==> config.mk <==
export PLATFORM = sky130hd
export DESIGN_NAME = csvf_engine
export DESIGN_NICKNAME = d
export VERILOG_FILES = /design/src/hw/rtl/csvf_pkg.sv /design/src/hw/rtl/csvf_ram.sv /design/src/hw/rtl/csvf_engine.sv
export SDC_FILE = /design/constraint.sdc
export NUM_CORES = 2
export LEC_CHECK = 0
export BUFFER_PORTS_ARGS = -buffer_cell sky130_fd_sc_hd__clkbuf_2
export CORE_UTILIZATION = 50
export CTS_BUF_LIST = sky130_fd_sc_hd__clkbuf_8
export CTS_CLUSTER_DIAMETER = 100
export DETAILED_ROUTE_END_ITERATION = 12
export HOLD_SLACK_MARGIN = 0.1
export PLACE_DENSITY_LB_ADDON = 0.08
export SLEW_MARGIN = 0
export SYNTH_ARGS = -nofsm -noshare
export SYNTH_HDL_FRONTEND = slang
export SYNTH_SLANG_ARGS = --single-unit
==> constraint.sdc <==
create_clock -name i_clk -period 12.7 [get_ports i_clk]
set_input_delay 2.54 -clock i_clk [delete_from_list [all_inputs] [get_ports i_clk]]
set_output_delay 2.54 -clock i_clk [all_outputs]
set_load 0.02 [all_outputs]
==> src/hw/rtl/csvf_pkg.sv <==
`default_nettype none

package csvf_pkg;

    // fixed field widths
    localparam int COEF_W    = 32;
    localparam int STATE_W   = 32;
    localparam int CFG_IDX_W = 3;
    localparam int MODE_W    = 3;
    localparam int PASS_W    = 4;
    localparam int PROD_W    = 64;
    localparam int RND_W     = 40;
    localparam int WIDE_W    = 48;

    // register indexes
    localparam logic [CFG_IDX_W-1:0] REG_COEF_G      = 3'd0;
    localparam logic [CFG_IDX_W-1:0] REG_COEF_A1     = 3'd1;
    localparam logic [CFG_IDX_W-1:0] REG_COEF_A2     = 3'd2;
    localparam logic [CFG_IDX_W-1:0] REG_COEF_K      = 3'd3;
    localparam logic [CFG_IDX_W-1:0] REG_FILTER_MODE = 3'd4;
    localparam logic [CFG_IDX_W-1:0] REG_PASS_COUNT  = 3'd5;

    // response modes
    localparam logic [MODE_W-1:0] MODE_LOWPASS    = 3'd0;
    localparam logic [MODE_W-1:0] MODE_HIGHPASS   = 3'd1;
    localparam logic [MODE_W-1:0] MODE_BANDPASS   = 3'd2;
    localparam logic [MODE_W-1:0] MODE_BANDREJECT = 3'd3;
    localparam logic [MODE_W-1:0] MODE_PEAK       = 3'd4;
    localparam logic [MODE_W-1:0] MODE_ALLPASS    = 3'd5;

    // reset values
    localparam logic signed [COEF_W-1:0] COEF_G_RST  = 32'sd0;
    localparam logic signed [COEF_W-1:0] COEF_A1_RST = 32'sd16777216;
    localparam logic signed [COEF_W-1:0] COEF_A2_RST = 32'sd0;
    localparam logic signed [COEF_W-1:0] COEF_K_RST  = 32'sd33554432;
    localparam logic [MODE_W-1:0]        MODE_RST    = MODE_LOWPASS;
    localparam logic [PASS_W-1:0]        PASS_RST    = 4'd1;

    // coefficient and mode set shared by all sections
    typedef struct packed {
        logic signed [COEF_W-1:0] g;
        logic signed [COEF_W-1:0] a1;
        logic signed [COEF_W-1:0] a2;
        logic signed [COEF_W-1:0] k;
        logic [MODE_W-1:0]        mode;
        logic [PASS_W-1:0]        pass_count;
    } t_cfg;

    // q8.24 product back to sample scale, round half up
    function automatic logic signed [RND_W-1:0] rnd_q24(input logic signed [PROD_W-1:0] p);
        logic signed [PROD_W-1:0] s;
        s = p + 64'sd8388608;
        return s[PROD_W-1:24];
    endfunction

    // clamp to signed 32 bits
    function automatic logic signed [STATE_W-1:0] sat32(input logic signed [WIDE_W-1:0] x);
        logic signed [WIDE_W-1:0] hi;
        logic signed [WIDE_W-1:0] lo;
        hi = WIDE_W'(32'sh7fffffff);
        lo = WIDE_W'(32'sh80000000);
        if (x > hi) begin
            return hi[STATE_W-1:0];
        end else if (x < lo) begin
            return lo[STATE_W-1:0];
        end
        return x[STATE_W-1:0];
    endfunction

endpackage

`default_nettype wire

==> src/hw/rtl/csvf_ram.sv <==
`default_nettype none

module csvf_ram #(
    parameter int W     = 64,
    parameter int DEPTH = 8,
    parameter int AW    = (DEPTH > 1) ? $clog2(DEPTH) : 1
) (
    input  wire logic          i_clk,
    input  wire logic          i_we,
    input  wire logic [AW-1:0] i_waddr,
    input  wire logic [W-1:0]  i_wdata,
    input  wire logic          i_re,
    input  wire logic [AW-1:0] i_raddr,
    output logic      [W-1:0]  o_rdata
);

    logic [W-1:0] r_mem [DEPTH];
    logic [W-1:0] r_rdata;

    // one write port, one registered read port
    always_ff @(posedge i_clk) begin
        if (i_we) begin
            r_mem[i_waddr] <= i_wdata;
        end
        if (i_re) begin
            r_rdata <= r_mem[i_raddr];
        end
    end

    assign o_rdata = r_rdata;

endmodule

`default_nettype wire

==> src/hw/rtl/csvf_engine.sv <==
`default_nettype none

module csvf_engine #(
    parameter int MAX_PASSES  = 8,
    parameter int SAMPLE_BITS = 24
) (
    input  wire logic                          i_clk,
    input  wire logic                          i_rst_n,
    input  wire csvf_pkg::t_cfg                i_cfg,
    input  wire logic                          i_in_valid,
    output logic                               o_in_ready,
    input  wire logic signed [SAMPLE_BITS-1:0] i_in_sample,
    input  wire logic                          i_res_free,
    output logic                               o_res_valid,
    output logic signed [SAMPLE_BITS-1:0]      o_res_sample
);
    import csvf_pkg::*;

    localparam int IDX_W = (MAX_PASSES > 1) ? $clog2(MAX_PASSES) : 1;
    localparam int CMP_W = (IDX_W + 1 > PASS_W) ? IDX_W + 1 : PASS_W;
    localparam int ENT_W = 2 * STATE_W;
    localparam logic signed [WIDE_W-1:0] Y_MAX =
        WIDE_W'((64'sd1 <<< (SAMPLE_BITS - 1)) - 64'sd1);
    localparam logic signed [WIDE_W-1:0] Y_MIN =
        WIDE_W'(-(64'sd1 <<< (SAMPLE_BITS - 1)));

    typedef enum logic [9:0] {
        S_IDLE = 10'b00_0000_0001,
        S_READ = 10'b00_0000_0010,
        S_LOAD = 10'b00_0000_0100,
        S_MUL1 = 10'b00_0000_1000,
        S_MUL2 = 10'b00_0001_0000,
        S_V1   = 10'b00_0010_0000,
        S_MUL3 = 10'b00_0100_0000,
        S_V2   = 10'b00_1000_0000,
        S_KV   = 10'b01_0000_0000,
        S_OUT  = 10'b10_0000_0000
    } t_state;

    t_state                        r_state, n_state;
    logic [IDX_W-1:0]              r_idx;
    logic [MAX_PASSES-1:0]         r_valid;
    logic                          r_rd_valid;
    logic signed [SAMPLE_BITS-1:0] r_v0;
    logic signed [STATE_W-1:0]     r_s1, r_s2, r_d, r_v1, r_v2;
    logic signed [RND_W-1:0]       r_acc, r_kv;
    logic signed [PROD_W-1:0]      r_prod;

    logic [ENT_W-1:0]              ram_q;
    logic                          ram_we;
    logic [ENT_W-1:0]              ram_wdata;
    logic signed [STATE_W-1:0]     s1_c, s2_c, s1_new, s2_new;
    logic signed [COEF_W-1:0]      mul_a;
    logic signed [STATE_W-1:0]     mul_b;
    logic signed [PROD_W-1:0]      prod_c;
    logic                          mul_en;
    logic signed [WIDE_W-1:0]      v0_w, kv_w, v2_w, y_w;
    logic signed [SAMPLE_BITS-1:0] y_sat;
    logic                          last_pass;

    // integrator pair per section: {s1, s2}
    csvf_ram #(
        .W     (ENT_W),
        .DEPTH (MAX_PASSES)
    ) u_state_ram (
        .i_clk   (i_clk),
        .i_we    (ram_we),
        .i_waddr (r_idx),
        .i_wdata (ram_wdata),
        .i_re    (r_state == S_READ),
        .i_raddr (r_idx),
        .o_rdata (ram_q)
    );

    // entries never written read as zero
    assign s1_c = r_rd_valid ? $signed(ram_q[ENT_W-1:STATE_W]) : '0;
    assign s2_c = r_rd_valid ? $signed(ram_q[STATE_W-1:0]) : '0;

    // integrator update, written back once v1 and v2 are known
    assign s1_new    = sat32((WIDE_W'(r_v1) <<< 1) - WIDE_W'(r_s1));
    assign s2_new    = sat32((WIDE_W'(r_v2) <<< 1) - WIDE_W'(r_s2));
    assign ram_we    = (r_state == S_KV);
    assign ram_wdata = {s1_new, s2_new};

    // shared multiplier operand select
    always_comb begin
        mul_a  = i_cfg.a1;
        mul_b  = r_s1;
        mul_en = 1'b0;
        unique case (r_state)
            S_MUL1: begin
                mul_a  = i_cfg.a1;
                mul_b  = r_s1;
                mul_en = 1'b1;
            end
            S_MUL2: begin
                mul_a  = i_cfg.a2;
                mul_b  = r_d;
                mul_en = 1'b1;
            end
            S_MUL3: begin
                mul_a  = i_cfg.g;
                mul_b  = r_v1;
                mul_en = 1'b1;
            end
            S_V2: begin
                mul_a  = i_cfg.k;
                mul_b  = r_v1;
                mul_en = 1'b1;
            end
            default: ;
        endcase
    end

    assign prod_c = mul_a * mul_b;

    // section response by mode
    assign v0_w = WIDE_W'(r_v0);
    assign kv_w = WIDE_W'(r_kv);
    assign v2_w = WIDE_W'(r_v2);

    always_comb begin
        unique case (i_cfg.mode)
            MODE_LOWPASS:    y_w = v2_w;
            MODE_HIGHPASS:   y_w = v0_w - kv_w - v2_w;
            MODE_BANDPASS:   y_w = WIDE_W'(r_v1);
            MODE_BANDREJECT: y_w = v0_w - kv_w;
            MODE_PEAK:       y_w = (v2_w <<< 1) - v0_w + kv_w;
            MODE_ALLPASS:    y_w = v0_w - (kv_w <<< 1);
            default:         y_w = v0_w;
        endcase
    end

    always_comb begin
        if (y_w > Y_MAX) begin
            y_sat = Y_MAX[SAMPLE_BITS-1:0];
        end else if (y_w < Y_MIN) begin
            y_sat = Y_MIN[SAMPLE_BITS-1:0];
        end else begin
            y_sat = y_w[SAMPLE_BITS-1:0];
        end
    end

    // zero pass count runs one section, large counts stop at the last entry
    assign last_pass = (CMP_W'(r_idx) + CMP_W'(1) >= CMP_W'(i_cfg.pass_count)) ||
                       (r_idx == IDX_W'(MAX_PASSES - 1));

    assign o_in_ready   = (r_state == S_IDLE);
    assign o_res_valid  = (r_state == S_OUT) && last_pass && i_res_free;
    assign o_res_sample = y_sat;

    // sequencer
    always_comb begin
        n_state = r_state;
        unique case (r_state)
            S_IDLE: begin
                if (i_in_valid) n_state = S_READ;
            end
            S_READ: n_state = S_LOAD;
            S_LOAD: n_state = S_MUL1;
            S_MUL1: n_state = S_MUL2;
            S_MUL2: n_state = S_V1;
            S_V1:   n_state = S_MUL3;
            S_MUL3: n_state = S_V2;
            S_V2:   n_state = S_KV;
            S_KV:   n_state = S_OUT;
            S_OUT: begin
                if (!last_pass) begin
                    n_state = S_READ;
                end else if (i_res_free) begin
                    n_state = S_IDLE;
                end
            end
            default: n_state = S_IDLE;
        endcase
    end

    // control registers
    always_ff @(posedge i_clk) begin
        if (!i_rst_n) begin
            r_state <= S_IDLE;
            r_idx   <= '0;
            r_valid <= '0;
        end else begin
            r_state <= n_state;
            if (r_state == S_IDLE) begin
                r_idx <= '0;
            end else if ((r_state == S_OUT) && !last_pass) begin
                r_idx <= r_idx + IDX_W'(1);
            end
            if (ram_we) begin
                r_valid[r_idx] <= 1'b1;
            end
        end
    end

    // datapath registers
    always_ff @(posedge i_clk) begin
        if ((r_state == S_IDLE) && i_in_valid) begin
            r_v0 <= i_in_sample;
        end
        if (r_state == S_READ) begin
            r_rd_valid <= r_valid[r_idx];
        end
        if (r_state == S_LOAD) begin
            r_s1 <= s1_c;
            r_s2 <= s2_c;
            r_d  <= sat32(WIDE_W'(r_v0) - WIDE_W'(s2_c));
        end
        if (mul_en) begin
            r_prod <= prod_c;
        end
        if (r_state == S_MUL2) begin
            r_acc <= rnd_q24(r_prod);
        end
        if (r_state == S_V1) begin
            r_v1 <= sat32(WIDE_W'(r_acc) + WIDE_W'(rnd_q24(r_prod)));
        end
        if (r_state == S_V2) begin
            r_v2 <= sat32(WIDE_W'(r_s2) + WIDE_W'(rnd_q24(r_prod)));
        end
        if (r_state == S_KV) begin
            r_kv <= rnd_q24(r_prod);
        end
        if ((r_state == S_OUT) && !last_pass) begin
            r_v0 <= y_sat;
        end
    end

endmodule

`default_nettype wire

==> results.py <==
metrics = {
    "clocking": {
        "clk_pin_slew_ns": 0.06,
        "cts_buffers": 156,
        "cts_resized": 0,
        "clock_latency_ns": 0.92,
        "cts-root-buf": "clkbuf_8",
        "cts_max_level": 4,
        "cts_tree": "done",
        "clk_path_buf_depth": 3,
        "postCtsSetupRepairBufs": 0,
        "cts_hold_buf": 0,
        "cts.sinks": 903,
    },
    "placement": {
        "pre_cts_slack_ns": 0.803,
        "io_buffers": 188,
        "hpwl_mm": 248,
        "gp_congestion": 0.985,
    },
    "floorplanning": {
        "die-width_um": 425,
        "num_rows": 154,
        "core_um2": 177000,
        "ios": 189,
        "start_util_pct": 50.6,
        "dieArea_um2": 181000,
        "die_h_um": 425,
    },
    "grt": {
        "first_global_vias": 69100,
        "groute.usage.overall_pct": 35.0,
        "grt_pass1_wl_mm": 461,
        "grt_max_degree": 77,
        "antenna_found_initial": 22,
        "grt-ovfl-total": 0,
    },
    "logic_synthesis": {
        "ys_warn_count": 0,
        "postSynthAreaPerCell_um2": 10.1,
        "ys_ff_latch": 903,
        "synth.area.top_cells": "edfxtp_1 (30%), fa_1 (25%), ha_1 (7.1%), inv_1 (5.5%), nand2_1 (3.6%)",
        "syn_inst": 8847,
        "synth_top_area_share_pct": 29.6,
        "yosysSeqAreaShare_pct": 30.1,
        "synth_edf_count": 882,
        "syn_nets": 10600,
        "async_flop_share_pct": 0,
        "synth_flop_cell": "edfxtp_1",
        "syn_area_um2": 89400,
        "synth.distinct_cells": 117,
        "synth_top_cell_by_area": "edfxtp_1",
    },
    "route": {
        "routed_via_density": 6.11,
        "first_pass_iters": 7,
        "avgRoutedWirePerCell_um": 27.7,
        "num_vias": 70000,
        "drt-total-wl_mm": 317,
        "drt-initial-drc-count": 7066,
        "drtAntennaViolNets": 0,
        "drc": 0,
    },
    "timing": {
        "finalHoldViolations": 0,
        "skew_ns": 0.0827,
        "slew_violations": 0,
        "tightest_slew_ns": 1.31,
        "fin_tns_setup_ns": 0,
        "worst_slack_ns": 1.01,
        "slew_headroom_pct": 12.5,
        "setup_violations": 0,
        "min_period_over_period_pct": 92.0,
        "fmax_mhz": 85.6,
        "rsz0062_at_grt": "false",
        "period_minus_slack_ns": 11.69,
    },
    "finish": {
        "mostFrequentLayoutCells": "inv_1 (1,364), fa_1 (1,129), edfxtp_1 (882)",
        "area_growth_syn_to_layout_pct": 8.35,
        "final_common_cell": "inv_1",
        "fin_nets": 10800,
        "drive_gt1_share_pct": 8.79,
    },
    "min_path": {
        "hp-class": "flop to flop",
        "holdCritStartpoint": "r_valid[4]",
    },
    "status": {
        "status": "complete, no violations",
    },
    "critical_path": {
        "critPathKind": "flop to flop",
        "critPathCaptureType": "flop",
        "required_ns": 13.36,
        "cp_slowest_cell": "fa_1",
        "cp-start-kind": "flop",
        "reg2reg_from": "r_state[7]",
        "worstPathArrival_ns": 12.35,
        "slowest_delay_ns": 0.90,
        "cp_max_fo": 76,
        "crit_start": "r_state[7]",
        "path_common_cell": "fa_1",
    },
    "power_and_ir_drop": {
        "power.density_nw_per_um2": 300,
        "p_int_mw": 15.2,
        "p_sw_mw": 13.8,
        "leakage_nw": 41.8,
        "clkPwrFrac_pct": 8.8,
        "power_frac_seq_pct": 15.6,
        "swShare_pct": 47.7,
        "ir_drop_mv": 1.05,
        "comb_power_share_pct": 75.6,
    },
    "run": {
        "drv_cap": 0,
    },
}
[cells by family (layout without fill, tap and decap cells)]
logic type / Yosys count / after routing / synth area share (%)
other: 0 / 4 / 0
adders and majority gates: 1645 / 1645 / 32.5
xor gates and xnor gates: 357 / 357 / 3.50
and+or+nand+nor: 2343 / 2343 / 11.8
AOI/OAI and AO/OA: 1816 / 1816 / 14.1
DFF: 903 / 903 / 30.1
muxes: 53 / 53 / 0.691
buffers and inverters: 1730 / 2006 / 7.34
[power groups by stage]
stage	logic (mW)	clock network (mW)	registers, mW
CTS	21.9	2.61	4.51
floorplan	16.1	0	4.55
global route	24.1	2.73	4.52
global placement	21.6	0	4.58
detailed placement	21.8	0	4.58
finish	22.0	2.55	4.52
[synthesized netlist by cell type (all sizes together), types with 69 or more instances]
library cell,n
and2,106
a21oi,358
a22oi,276
xor2,139
nand2,868
xnor2,218
nand3,87
clkbuf,350
nor2,773
inv,1318
fa,1129
nor3,77
o21ai,324
a31oi,69
edfxtp,882
ha,507
nand4,127
a21o,200
[cell type report]
class,count,area [µm²]
multi-input combinational,6214,56500
antenna,4,10.0
fill,16000,80000
sequential,903,26900
inverter,1319,4960
clock inverter,119,826
clock buffer,158,2170
tap,2340,2930
timing repair buffer,410,2620
[critical path: cells and delay by family, from the launching register on]
family	cells	cell delay, ns
xor gates and xnor gates	1	0.16
buffers and inverters	9	1.87
AOI/OAI and AO/OA	10	2.68
adders and majority gates	9	4.71
DFF	1	0.48
and+or+nand+nor	4	1.41
[sequential cells by signal, summed over array words and instances (netlist names), 32 cells and up]
register and flops:
r_v1 32, r_v2 32, r_prod 41, u_state_ram.o_rdata 64, r_s2 32, r_acc 40
r_kv 40, r_s1 32, u_state_ram.r_mem 512, r_d 32
[path summary, 6_finish.rpt]
check / depth (start not counted) / to / slack [ns]
worst max-delay path: 33 / r_prod[63] / 1.01
worst min-delay path: 1 / r_valid[4] / 0.46
worst max register to register: 33 / r_prod[63] / 1.01
worst min register to register: 1 / r_valid[4] / 0.46
[metrics by stage]
step                      area [µm²]  util [%]  hold WS, ns  total power [mW]  std cells
final                          96900      54.8        0.464              29.0      11500
after global routing           96900      54.8        0.485              31.4      11500
after CTS                      96900      54.8        0.466              29.1      11500
after detailed placement       93900      53.1        0.454              26.4      11200
after global placement         93900      53.1        0.446              26.2      11200
after floorplan                89400         -        0.441              20.6       8847
[metal layers]
| layer | vias to the layer above | wire length, µm | share of wire (%) | GRT usage [%] |
|---|---|---|---|---|
| met5 | - | 66 | 0.021 | 0 |
| met4 | 8 | 14000 | 4.4 | 13.8 |
| li1 | 30500 | - | - | - |
| met2 | 3138 | 146000 | 46 | 55.0 |
| met1 | 35800 | 132000 | 41 | 48.8 |
| met3 | 634 | 26100 | 8.2 | 5.36 |
Note: power is estimated with default switching activity, not from simulation.
