`src/hw/rtl/csvf_pkg.sv`:
```
`default_nettype none

package csvf_pkg;

    // fixed field widths
    localparam int COEF_W    = 32;
    localparam int STATE_W   = 32;
    localparam int CFG_IDX_W = 3;
    localparam int MODE_W    = 3;
    localparam int PASS_W    = 4;
    localparam int PROD_W    = 64;
    localparam int RND_W     = 40;
    localparam int WIDE_W    = 48;

    // register indexes
    localparam logic [CFG_IDX_W-1:0] REG_COEF_G      = 3'd0;
    localparam logic [CFG_IDX_W-1:0] REG_COEF_A1     = 3'd1;
    localparam logic [CFG_IDX_W-1:0] REG_COEF_A2     = 3'd2;
    localparam logic [CFG_IDX_W-1:0] REG_COEF_K      = 3'd3;
    localparam logic [CFG_IDX_W-1:0] REG_FILTER_MODE = 3'd4;
    localparam logic [CFG_IDX_W-1:0] REG_PASS_COUNT  = 3'd5;

    // response modes
    localparam logic [MODE_W-1:0] MODE_LOWPASS    = 3'd0;
    localparam logic [MODE_W-1:0] MODE_HIGHPASS   = 3'd1;
    localparam logic [MODE_W-1:0] MODE_BANDPASS   = 3'd2;
    localparam logic [MODE_W-1:0] MODE_BANDREJECT = 3'd3;
    localparam logic [MODE_W-1:0] MODE_PEAK       = 3'd4;
    localparam logic [MODE_W-1:0] MODE_ALLPASS    = 3'd5;

    // reset values
    localparam logic signed [COEF_W-1:0] COEF_G_RST  = 32'sd0;
    localparam logic signed [COEF_W-1:0] COEF_A1_RST = 32'sd16777216;
    localparam logic signed [COEF_W-1:0] COEF_A2_RST = 32'sd0;
    localparam logic signed [COEF_W-1:0] COEF_K_RST  = 32'sd33554432;
    localparam logic [MODE_W-1:0]        MODE_RST    = MODE_LOWPASS;
    localparam logic [PASS_W-1:0]        PASS_RST    = 4'd1;

    // coefficient and mode set shared by all sections
    typedef struct packed {
        logic signed [COEF_W-1:0] g;
        logic signed [COEF_W-1:0] a1;
        logic signed [COEF_W-1:0] a2;
        logic signed [COEF_W-1:0] k;
        logic [MODE_W-1:0]        mode;
        logic [PASS_W-1:0]        pass_count;
    } t_cfg;

    // q8.24 product back to sample scale, round half up
    function automatic logic signed [RND_W-1:0] rnd_q24(input logic signed [PROD_W-1:0] p);
        logic signed [PROD_W-1:0] s;
        s = p + 64'sd8388608;
        return s[PROD_W-1:24];
    endfunction

    // clamp to signed 32 bits
    function automatic logic signed [STATE_W-1:0] sat32(input logic signed [WIDE_W-1:0] x);
        logic signed [WIDE_W-1:0] hi;
        logic signed [WIDE_W-1:0] lo;
        hi = WIDE_W'(32'sh7fffffff);
        lo = WIDE_W'(32'sh80000000);
        if (x > hi) begin
            return hi[STATE_W-1:0];
        end else if (x < lo) begin
            return lo[STATE_W-1:0];
        end
        return x[STATE_W-1:0];
    endfunction

endpackage

`default_nettype wire

```
`src/hw/rtl/csvf_cfg_regs.sv`:
```
`default_nettype none

module csvf_cfg_regs (
    input  wire logic                                i_clk,
    input  wire logic                                i_rst_n,
    input  wire logic                                i_wr_valid,
    input  wire logic [csvf_pkg::CFG_IDX_W-1:0]      i_wr_index,
    input  wire logic [csvf_pkg::COEF_W-1:0]         i_wr_data,
    output csvf_pkg::t_cfg                           o_cfg
);
    import csvf_pkg::*;

    t_cfg r_cfg;

    // register writes, unknown indexes dropped
    always_ff @(posedge i_clk) begin
        if (!i_rst_n) begin
            r_cfg.g          <= COEF_G_RST;
            r_cfg.a1         <= COEF_A1_RST;
            r_cfg.a2         <= COEF_A2_RST;
            r_cfg.k          <= COEF_K_RST;
            r_cfg.mode       <= MODE_RST;
            r_cfg.pass_count <= PASS_RST;
        end else if (i_wr_valid) begin
            unique case (i_wr_index)
                REG_COEF_G:      r_cfg.g          <= i_wr_data;
                REG_COEF_A1:     r_cfg.a1         <= i_wr_data;
                REG_COEF_A2:     r_cfg.a2         <= i_wr_data;
                REG_COEF_K:      r_cfg.k          <= i_wr_data;
                REG_FILTER_MODE: r_cfg.mode       <= i_wr_data[MODE_W-1:0];
                REG_PASS_COUNT:  r_cfg.pass_count <= i_wr_data[PASS_W-1:0];
                default: ;
            endcase
        end
    end

    assign o_cfg = r_cfg;

endmodule

`default_nettype wire

```
`config.mk`:
```
export PLATFORM = sky130hd
export DESIGN_NAME = csvf_cfg_regs
export DESIGN_NICKNAME = d
export VERILOG_FILES = /design/src/hw/rtl/csvf_pkg.sv /design/src/hw/rtl/csvf_cfg_regs.sv
export SDC_FILE = /design/constraint.sdc
export NUM_CORES = 1
export LEC_CHECK = 0
export BUFFER_PORTS_ARGS = -buffer_cell sky130_fd_sc_hd__buf_2
export CAP_MARGIN = 20
export CORE_ASPECT_RATIO = 0.75
export CORE_MARGIN = 2
export CORE_UTILIZATION = 53
export CTS_BUF_LIST = sky130_fd_sc_hd__clkbuf_16
export DETAILED_ROUTE_END_ITERATION = 10
export PLACE_DENSITY = 0.94
export SLEW_MARGIN = 0
export SYNTH_ARGS = -nofsm -noshare
export SYNTH_HDL_FRONTEND = slang
export SYNTH_SLANG_ARGS = --single-unit
```
`constraint.sdc`:
```
create_clock -name i_clk -period 2.6 [get_ports i_clk]
set_clock_uncertainty 0.1 [all_clocks]
set_input_delay 0.52 -clock i_clk [delete_from_list [all_inputs] [get_ports i_clk]]
set_output_delay 0.52 -clock i_clk [all_outputs]
set_load 0.03 [all_outputs]
```
==> results of run 1 <==
-- metal layers --
layer  vias up  GRT usage, %  part of all wire (%)
li1       1919             -                     -
met2       141         42.21                    51
met5         -             0                     0
met4         0         10.06                   1.1
met1      1920         29.35                    43
met3        10         6.713                   5.5
-- critical path, delay by kind of cell --
kind / cells / cell delay (ns)
buf+inv: 2 / 0.55
simple gates: 1 / 0.57
mux: 1 / 0.14
-- metrics by stage --
stage               area, um2  util, %  cells  power, mW
global placement         5957    65.31    757      2.531
floorplan                5000        -    480      2.423
CTS                      6544    71.74    788      4.899
finish                   6544    71.74    788      4.861
detailed placement       5957    65.31    757      2.544
global route             6544    71.74    788      5.013
-- cells in the mapped netlist --
master     count
nor4b_4        1
nand4bb_1      1
dfxtp_1      135
clkbuf_1       9
buf_1          2
and4bb_2       2
nand2_1      164
buf_6          7
nand4b_1       2
buf_2         10
mux2i_1      135
nor2b_1        6
buf_4          6
-- area by class of cell --
cell class,count,area (um2),area share (%)
Tap cell,128,160.2,2.447
Clock buffer,17,425.4,6.501
Clock inverter,14,161.4,2.467
Timing Repair Buffer,183,996.0,15.22
Sequential cell,135,2703,41.30
Multi-Input combinational cell,311,2098,32.06
-- final timing paths --
| check | from | endpoint |
|---|---|---|
| max | i_wr_index[2] | o_cfg[11]$_SDFFE_PN0P_ |
| min | i_wr_data[25] | o_cfg[32]$_SDFFE_PN1P_ |
| max reg2reg | o_cfg[119]$_SDFFE_PN0P_ | o_cfg[119]$_SDFFE_PN0P_ |
| min reg2reg | o_cfg[107]$_SDFFE_PN0P_ | o_cfg[107]$_SDFFE_PN0P_ |
-- power by group through the flow --
stage	clock [mW]	sequential, mW	combinational, mW
2_1_floorplan	0	2.27	0.151
3_3_place_gp	0	2.18	0.349
3_5_place_dp	0	2.18	0.359
4_1_cts	2.40	2.14	0.362
5_1_grt	2.48	2.14	0.386
6_report	2.36	2.14	0.360
-- cell families (layout without fill, tap and decap cells) --
family	Yosys count	after routing	synth area share [%]
buf+inv	34	214	4.304
flops	135	135	54.05
mux	135	135	27.03
simple gates	176	176	14.61
==> results.yml, run 1 <==
status:
  outcome: "completed"
worst_setup_path:
  worstPathRequired_ns: 2.78
  cpMaxStageDelayCell: "nand4b_1"
  worstPathMaxFanout: 8
  ff2ff_setup_slack_ns: 1.81
  rr_worst_depth: 2
  path_cells: "buf_2, nand4b_1, buf_4, mux2i_1"
  slowest_delay_ns: 0.57
  worstSetupStartpointType: "input port"
  crit_arrival_ns: 1.78
  path_class: "input port to register"
  critPathCaptureType: "register"
pwr:
  power.leakage_nw: 3.337
  intPower_mw: 3.727
  seq_power_share_pct: 44.0
  clkPwrFrac_pct: 48.6
  p_sw_mw: 1.134
  share_comb_of_total_power_pct: 7.4
  ir_drop_mv: 0.4366
  pwr_density_cell_nw_per_um2: 742.8
  p_sw_share_pct: 23.33
timing:
  setup_violations: 0
  max_freq_mhz: 622.6
  layout_min_cycle_time_ns: 1.606
  fin_setup_tns_ns: 0
  finalMaxSlewViolations: 0
  grt_setup_unrepaired: "no"
  worstMarginPinSlew_ns: 0.6095
  whs_ns: 0.2914
  timing_hold_violations_final: 0
  relSlewSlack_pct: 59.15
  finalCritPeriodShare_pct: 61.78
  setup_slack_ns: 0.9938
logic_synthesis:
  ys_ff_latch: 135
  yosys.area.top_type: "dfxtp_1"
  syn_avg_cell_area_um2: 10.42
  synth_area_um2: 5000
  ys_seq_area_share_pct: 54.05
  syn_inst: 480
  yosysTopAreaCellShare_pct: 54.05
  synth_fp_nets: 518
  synthTopCellsByArea: "dfxtp_1 (54%), mux2i_1 (27%), nand2_1 (12%), buf_6 (1.6%), buf_2 (1.0%)"
  yosys_warnings: 0
  ys_types: 13
floorplan:
  chipWidth_um: 116.2
  core_um2: 9121
  ios: 173
  die_area_um2: 10230
  initial_core_util_pct: 54.81
  num_rows: 30
  dieHeight_um: 88.12
routing:
  wire_per_inst_um: 15.79
  drt_iter0_markers: 227
  routed_wl_um: 12450
  num_vias: 3990
  ant_nets: 0
  drc: 0
  routed_via_density: 5.063
  drt_pass1_iterations: 5
grt:
  grt_pass1_wl_um: 19270
  antenna_found_initial: 0
  grt_overflow: 0
  grt_max_degree: 63
  gr-usage-all-layers_pct: 24.55
  grt_pass1_vias: 3997
cts:
  holdBufCountCts: 0
  tritoncts: "done"
  clock-sinks: 135
  postCtsSetupRepairBufs: 0
  insertion_delay_ns: 0.40
  root_buffer: "clkbuf_16"
  htree_levels: 4
  clk_transition_reported_paths_ns: 0.06
  clockBufferDepth: 2
  cts_made_buffers: 17
  cts_resized: 0
cells_and_area:
  diodes: 0
  layout_common_cells: "buf_2 (171), nand2_1 (164), mux2i_1 (135), dfxtp_1 (135), clkbuf_16 (17)"
  largest_reg_flops: 135
  nets: 686
  mostFrequentLayoutCell: "buf_2"
  synthToLayoutAreaGrowth_pct: 30.88
  fill_cells: 696
  drive_gt1_share_pct: 32.58
hold_path:
  hold_depth: 3
  hold_class: "input port to register"
placed_design:
  gp_congestion: 0.8201
  dp_hpwl_um: 8804
  portBuffers: 172
  place_ws_ns: 0.5701
run:
  cap_violations: 0
Note: power is estimated with default switching activity, not from simulation.
==> inputs of run 2 (changes only) <==
- ABC_AREA: not set -> 1
- CORE_UTILIZATION: 53 -> 46
- PLACE_DENSITY: 0.94 -> 0.86
- clock period: 2.6 -> 1.4 ns (I/O delays scaled with it)
==> results.yml, run 2 <==
logic_synthesis:
  yosys_most_used_dff: "dfxtp_1"
  ys_types: 13
  async_reset_ff_share_pct: 0
  synth_fp_nets: 817
  ys_ff_latch: 135
  ys_seq_area_share_pct: 50.26
  yosys.area.top_type: "dfxtp_1"
  synth_most_common_cell: "nor2_1"
  synth-edff-count: 0
  synth_area_um2: 5378
  synthTopCellsByCount: "nor2_1 (266), nand2_1 (143), dfxtp_1 (135), nand3_1 (135), inv_1 (37)"
  syn_avg_cell_area_um2: 6.903
  yosys_warnings: 0
  synthTopCellsByArea: "dfxtp_1 (50%), nor2_1 (19%), nand3_1 (13%), nand2_1 (10%), buf_2 (2.6%)"
  syn_inst: 779
  yosysTopAreaCellShare_pct: 50.26
worst_setup_path:
  worstPathRequired_ns: 1.02
  cpMaxStageDelayCell: "dfxtp_1"
  worstPathMaxFanout: 2
  path_cells: "buf_2"
  worstSetupStartpointType: "register"
  path_class: "register to output port"
  rr_worst_depth: 2
  ff2ff_setup_slack_ns: 0.66
  crit_family: "flip-flops"
  critPathBufInv: 1
  path_depth: 1
  slowest_delay_ns: 0.37
  reg2reg_to: "o_cfg[132]$_SDFFE_PN0P_"
  timing.rr.start: "o_cfg[132]$_SDFFE_PN0P_"
  critPathCaptureType: "output port"
  crit_arrival_ns: 0.98
timing:
  setup_violations: 0
  finalMaxSlewViolations: 0
  relSlewSlack_pct: 81.30
  finalCritPeriodShare_pct: 97.14
  worstMarginPinSlew_ns: 0.2802
  max_freq_mhz: 735.3
  timing_hold_violations_final: 0
  grt_setup_unrepaired: "no"
  layout_min_cycle_time_ns: 1.360
  fin_setup_tns_ns: 0
placed_design:
  portBuffers: 172
  dp_hpwl_um: 10520
  place_inst: 1067
  gp_congestion: 0.8052
cells_and_area:
  fill_cells: 995
  layout_common_cells: "nor2_1 (266), buf_2 (171), nand2_1 (143)"
  synthToLayoutAreaGrowth_pct: 32.90
  mostFrequentLayoutCell: "nor2_1"
  drive_gt1_share_pct: 24.35
  final_cells: 1101
  largest_reg_flops: 135
  diodes: 0
  nets: 982
floorplan:
  chipWidth_um: 128.9
  ios: 173
  die_area_um2: 12580
  num_rows: 34
  dieHeight_um: 97.64
  initial_core_util_pct: 46.82
  core_um2: 11490
hold_path:
  hold_end: "o_cfg[0]$_SDFFE_PN1P_"
  hold_class: "input port to register"
  hp-start: "i_wr_data[0]"
  hold_depth: 3
routing:
  drt_pass1_iterations: 4
  drt_iter0_markers: 406
  routed_wl_um: 15330
  wire_per_inst_um: 13.92
  ant_nets: 0
  routed_via_density: 5.061
  num_vias: 5572
  drc: 0
grt:
  grt_max_degree: 55
  antenna_found_initial: 0
  gr-usage-all-layers_pct: 24.34
  grt_pass1_wl_um: 24590
  grt_pass1_vias: 5040
  grt_overflow: 0
cts:
  root_buffer: "clkbuf_16"
  postCtsSetupRepairBufs: 0
  insertion_delay_ns: 0.39
  cts_made_buffers: 17
  clk_transition_reported_paths_ns: 0.06
  tritoncts: "done"
  clock-sinks: 135
  htree_levels: 4
  clockBufferDepth: 2
pwr:
  power.leakage_nw: 3.591
  ir_drop_mv: 0.8403
  pwr_density_cell_nw_per_um2: 1376
  p_total_mw: 9.833
run:
  cap_violations: 0
status:
  outcome: "completed"
## run 2: changes by cell type in the layout (fill, tap and decap cells not counted), moves of 3 or more
| cell | change |
|---|---|
| nor2_1 | +266 |
| mux2i_1 | -135 |
| nand3_1 | +135 |
| inv_1 | +37 |
| nand2_1 | -21 |
| buf_12 | +9 |
| nor2b_1 | -6 |
| nor2_2 | +5 |
| buf_4 | +4 |
| clkinv_4 | -3 |
| nor2_4 | +3 |
## run 2: logic make-up (layout without fill, tap and decap cells)
group / after synthesis / count (layout) / synth area share (%)
flops: 135 / 135 / 50.26
compound gates: 2 / 2 / 0.1861
buf+inv: 90 / 268 / 7.422
simple gates: 552 / 552 / 42.14
## run 2: through the flow
| stage | worst slack [ns] | util (%) | hold WS [ns] | instance area (um2) |
|---|---|---|---|---|
| 6_report | 0.04003 | 62.22 | 0.01446 | 7147 |
| 5_1_grt | 0.005471 | 62.22 | 0.01362 | 7147 |
| 4_1_cts | 0.03298 | 62.22 | 0.003490 | 7147 |
| 3_5_place_dp | 0.01150 | 56.74 | 0.3558 | 6518 |
| 3_3_place_gp | 0.07471 | 56.74 | 0.3516 | 6518 |
| 2_1_floorplan | 0.1956 | - | 0.2932 | 5378 |
## run 2: per-layer routing
metal  vias up  GRT usage, %  wire, um
met5         -             0         0
li1       2743             -         -
met1      2522         32.89      6608
met4         0         8.027       255
met3        24         6.663      1528
met2       283         37.65      6935
## run 2: how the worst max path moves through the flow
stage	startpoint	endpoint	slack (ns)
2_1_floorplan	i_wr_valid	o_cfg[105]$_SDFFE_PN0P_	0.20
3_3_place_gp	i_wr_index[2]	o_cfg[109]$_SDFFE_PN0P_	0.07
3_5_place_dp	i_wr_index[2]	o_cfg[116]$_SDFFE_PN0P_	0.01
4_1_cts	o_cfg[9]$_SDFFE_PN0P_	o_cfg[9]	0.03
5_1_grt	o_cfg[108]$_SDFFE_PN0P_	o_cfg[108]	0.005
6_report	o_cfg[108]$_SDFFE_PN0P_	o_cfg[108]	0.04
## run 2: timing repair
item	in CTS	in global routing
resized for setup	0	0
hold buffers	2	0
endpoints found under the hold margin	2	0
## run 2: power by group
part | switching, mW | internal (mW) | leakage, nW
Sequential | 0.0722 | 3.98 | 1.10
Combinational | 0.812 | 0.375 | 2.19
Clock | 1.63 | 2.96 | 0.301
## run 2: cell type report
class / instances / area [um2] / share of cell area [%]
clock buffers: 17 / 425.4 / 5.952
clock inverters: 15 / 183.9 / 2.574
inverters: 38 / 142.6 / 1.996
multi-input cells: 554 / 2286 / 31.99
flip-flops and latches: 135 / 2703 / 37.82
well taps: 144 / 180.2 / 2.521
repair buffers: 198 / 1226 / 17.16
==> inputs of run 3 (changes only) <==
- PLACE_DENSITY: 0.86 -> 0.76
- REMOVE_ABC_BUFFERS: not set -> 1
==> results.yml, run 3 (synthesis gave the netlist of run 2 again) <==
status:
  outcome: "completed"
placed_design:
  place_inst: 1070
  dp_hpwl_um: 10380
  gp_congestion: 0.8008
  portBuffers: 172
  place_area_um2: 6580
  place_ws_ns: -0.03498
worst_setup_path:
  ff2ff_setup_slack_ns: 0.68
  rr_worst_depth: 2
  worstPathRequired_ns: 1.02
  critical_path.startpoint: "o_cfg[112]$_SDFFE_PN0P_"
  path_class: "register to output port"
  critPathCaptureType: "output port"
  timing.rr.start: "o_cfg[76]$_SDFFE_PN0P_"
  critPathBufInv: 1
  worstSetupStartpointType: "register"
  worstPathMaxFanout: 2
  crit_family: "flip-flops"
  slowest_delay_ns: 0.36
  cpMaxStageDelayCell: "dfxtp_1"
  reg2reg_to: "o_cfg[76]$_SDFFE_PN0P_"
  path_cells: "buf_2"
  crit_arrival_ns: 0.98
pwr:
  power.leakage_nw: 3.614
  p_total_mw: 10.01
  pwr_density_cell_nw_per_um2: 1385
  ir_drop_mv: 0.9828
cells_and_area:
  nets: 984
  synthToLayoutAreaGrowth_pct: 34.43
  design_area_um2: 7229
  layout_common_cells: "nor2_1 (266), buf_2 (169), nand2_1 (143)"
  final_cells: 1103
  drive_gt1_share_pct: 24.82
  diodes: 0
  finish.utilization_pct: 62.94
  mostFrequentLayoutCell: "nor2_1"
  largest_reg_flops: 135
hold_path:
  hold_depth: 3
  hold_class: "input port to register"
  hold_end: "o_cfg[0]$_SDFFE_PN1P_"
  hp-start: "i_wr_data[0]"
cts:
  clockBufferDepth: 2
  cts_made_buffers: 17
  htree_levels: 4
  clk_transition_reported_paths_ns: 0.06
  tritoncts: "done"
  clock-sinks: 135
  insertion_delay_ns: 0.41
  root_buffer: "clkbuf_16"
timing:
  timing_hold_violations_final: 0
  finalMaxSlewViolations: 0
  max_freq_mhz: 732.7
  worstMarginPinSlew_ns: 0.3210
  fin_setup_tns_ns: 0
  grt_setup_unrepaired: "no"
  relSlewSlack_pct: 78.55
  setup_violations: 0
  setup_slack_ns: 0.03518
  finalCritPeriodShare_pct: 97.49
  whs_ns: 0.02204
  layout_min_cycle_time_ns: 1.365
grt:
  grt_pass1_vias: 5037
  gr-usage-all-layers_pct: 25.19
  antenna_found_initial: 0
  grt_pass1_wl_um: 24920
  grt_max_degree: 60
  grt_overflow: 0
routing:
  wire_per_inst_um: 14.04
  routed_wl_um: 15490
  drt_iter0_markers: 338
  ant_nets: 0
  num_vias: 5429
  drt_pass1_iterations: 7
  drc: 0
  routed_via_density: 4.922
run:
  cap_violations: 0
floorplan:
  dieHeight_um: 97.64
  num_rows: 34
  die_area_um2: 12580
  core_um2: 11490
  ios: 173
  initial_core_util_pct: 46.82
  chipWidth_um: 128.9
run 3: changes by cell type in the layout (fill, tap and decap cells not counted), moves of 2 or more:
cell	delta
nor2_2	-3
nor2_4	+3
buf_12	+2
buf_2	-2
clkbuf_4	+2
clkinvlp_4	+2
inv_6	-2
run 3: layer usage:
layer | routed length [um] | track usage (%) | vias up
met5 | 0 | 0 | -
met4 | 80 | 5.769 | 0
met3 | 1391 | 7.930 | 7
met2 | 7091 | 42.04 | 216
met1 | 6923 | 31.81 | 2457
li1 | - | - | 2749
run 3: worst max path at each step:
stage | to | slack [ns] | cells after the start
CTS | o_cfg[83] | 0.02 | 1
global route | o_cfg[31] | 0.003 | 1
detailed placement | o_cfg[114]$_SDFFE_PN0P_ | -0.03 | 7
global placement | o_cfg[124]$_SDFFE_PN0P_ | 0.02 | 7
floorplan | o_cfg[100]$_SDFFE_PN0P_ | -1.69 | 5
finish | o_cfg[112] | 0.04 | 1
run 3: where the power goes:
| part | switching [mW] | internal (mW) | leakage (nW) |
|---|---|---|---|
| clock | 1.63 | 3.13 | 0.303 |
| combinational | 0.815 | 0.383 | 2.21 |
| sequential | 0.0707 | 3.98 | 1.10 |
run 3: final cells by class:
cell class              count  area, um2
clock buffers              17      425.4
clock inverters            15      209.0
repair buffers            200       1269
fillers                  1057       4257
well taps                 144      180.2
multi-input cells         554       2301
inverters                  38      142.6
flip-flops and latches    135       2703
run 3: worst min-delay path: cells and delay by family:
kind	cells	cell delay, ns
AND/OR/NAND/NOR	2	0.12
buffers and inverters	1	0.09
run 3: timing repair:
item / 4_1_cts / 5_1_grt
setup endpoints to repair: 0 / 2
hold endpoints to repair: 1 / 0
resized for setup: 0 / 2
setup buffers: 0 / 0
hold buffers: 1 / 0
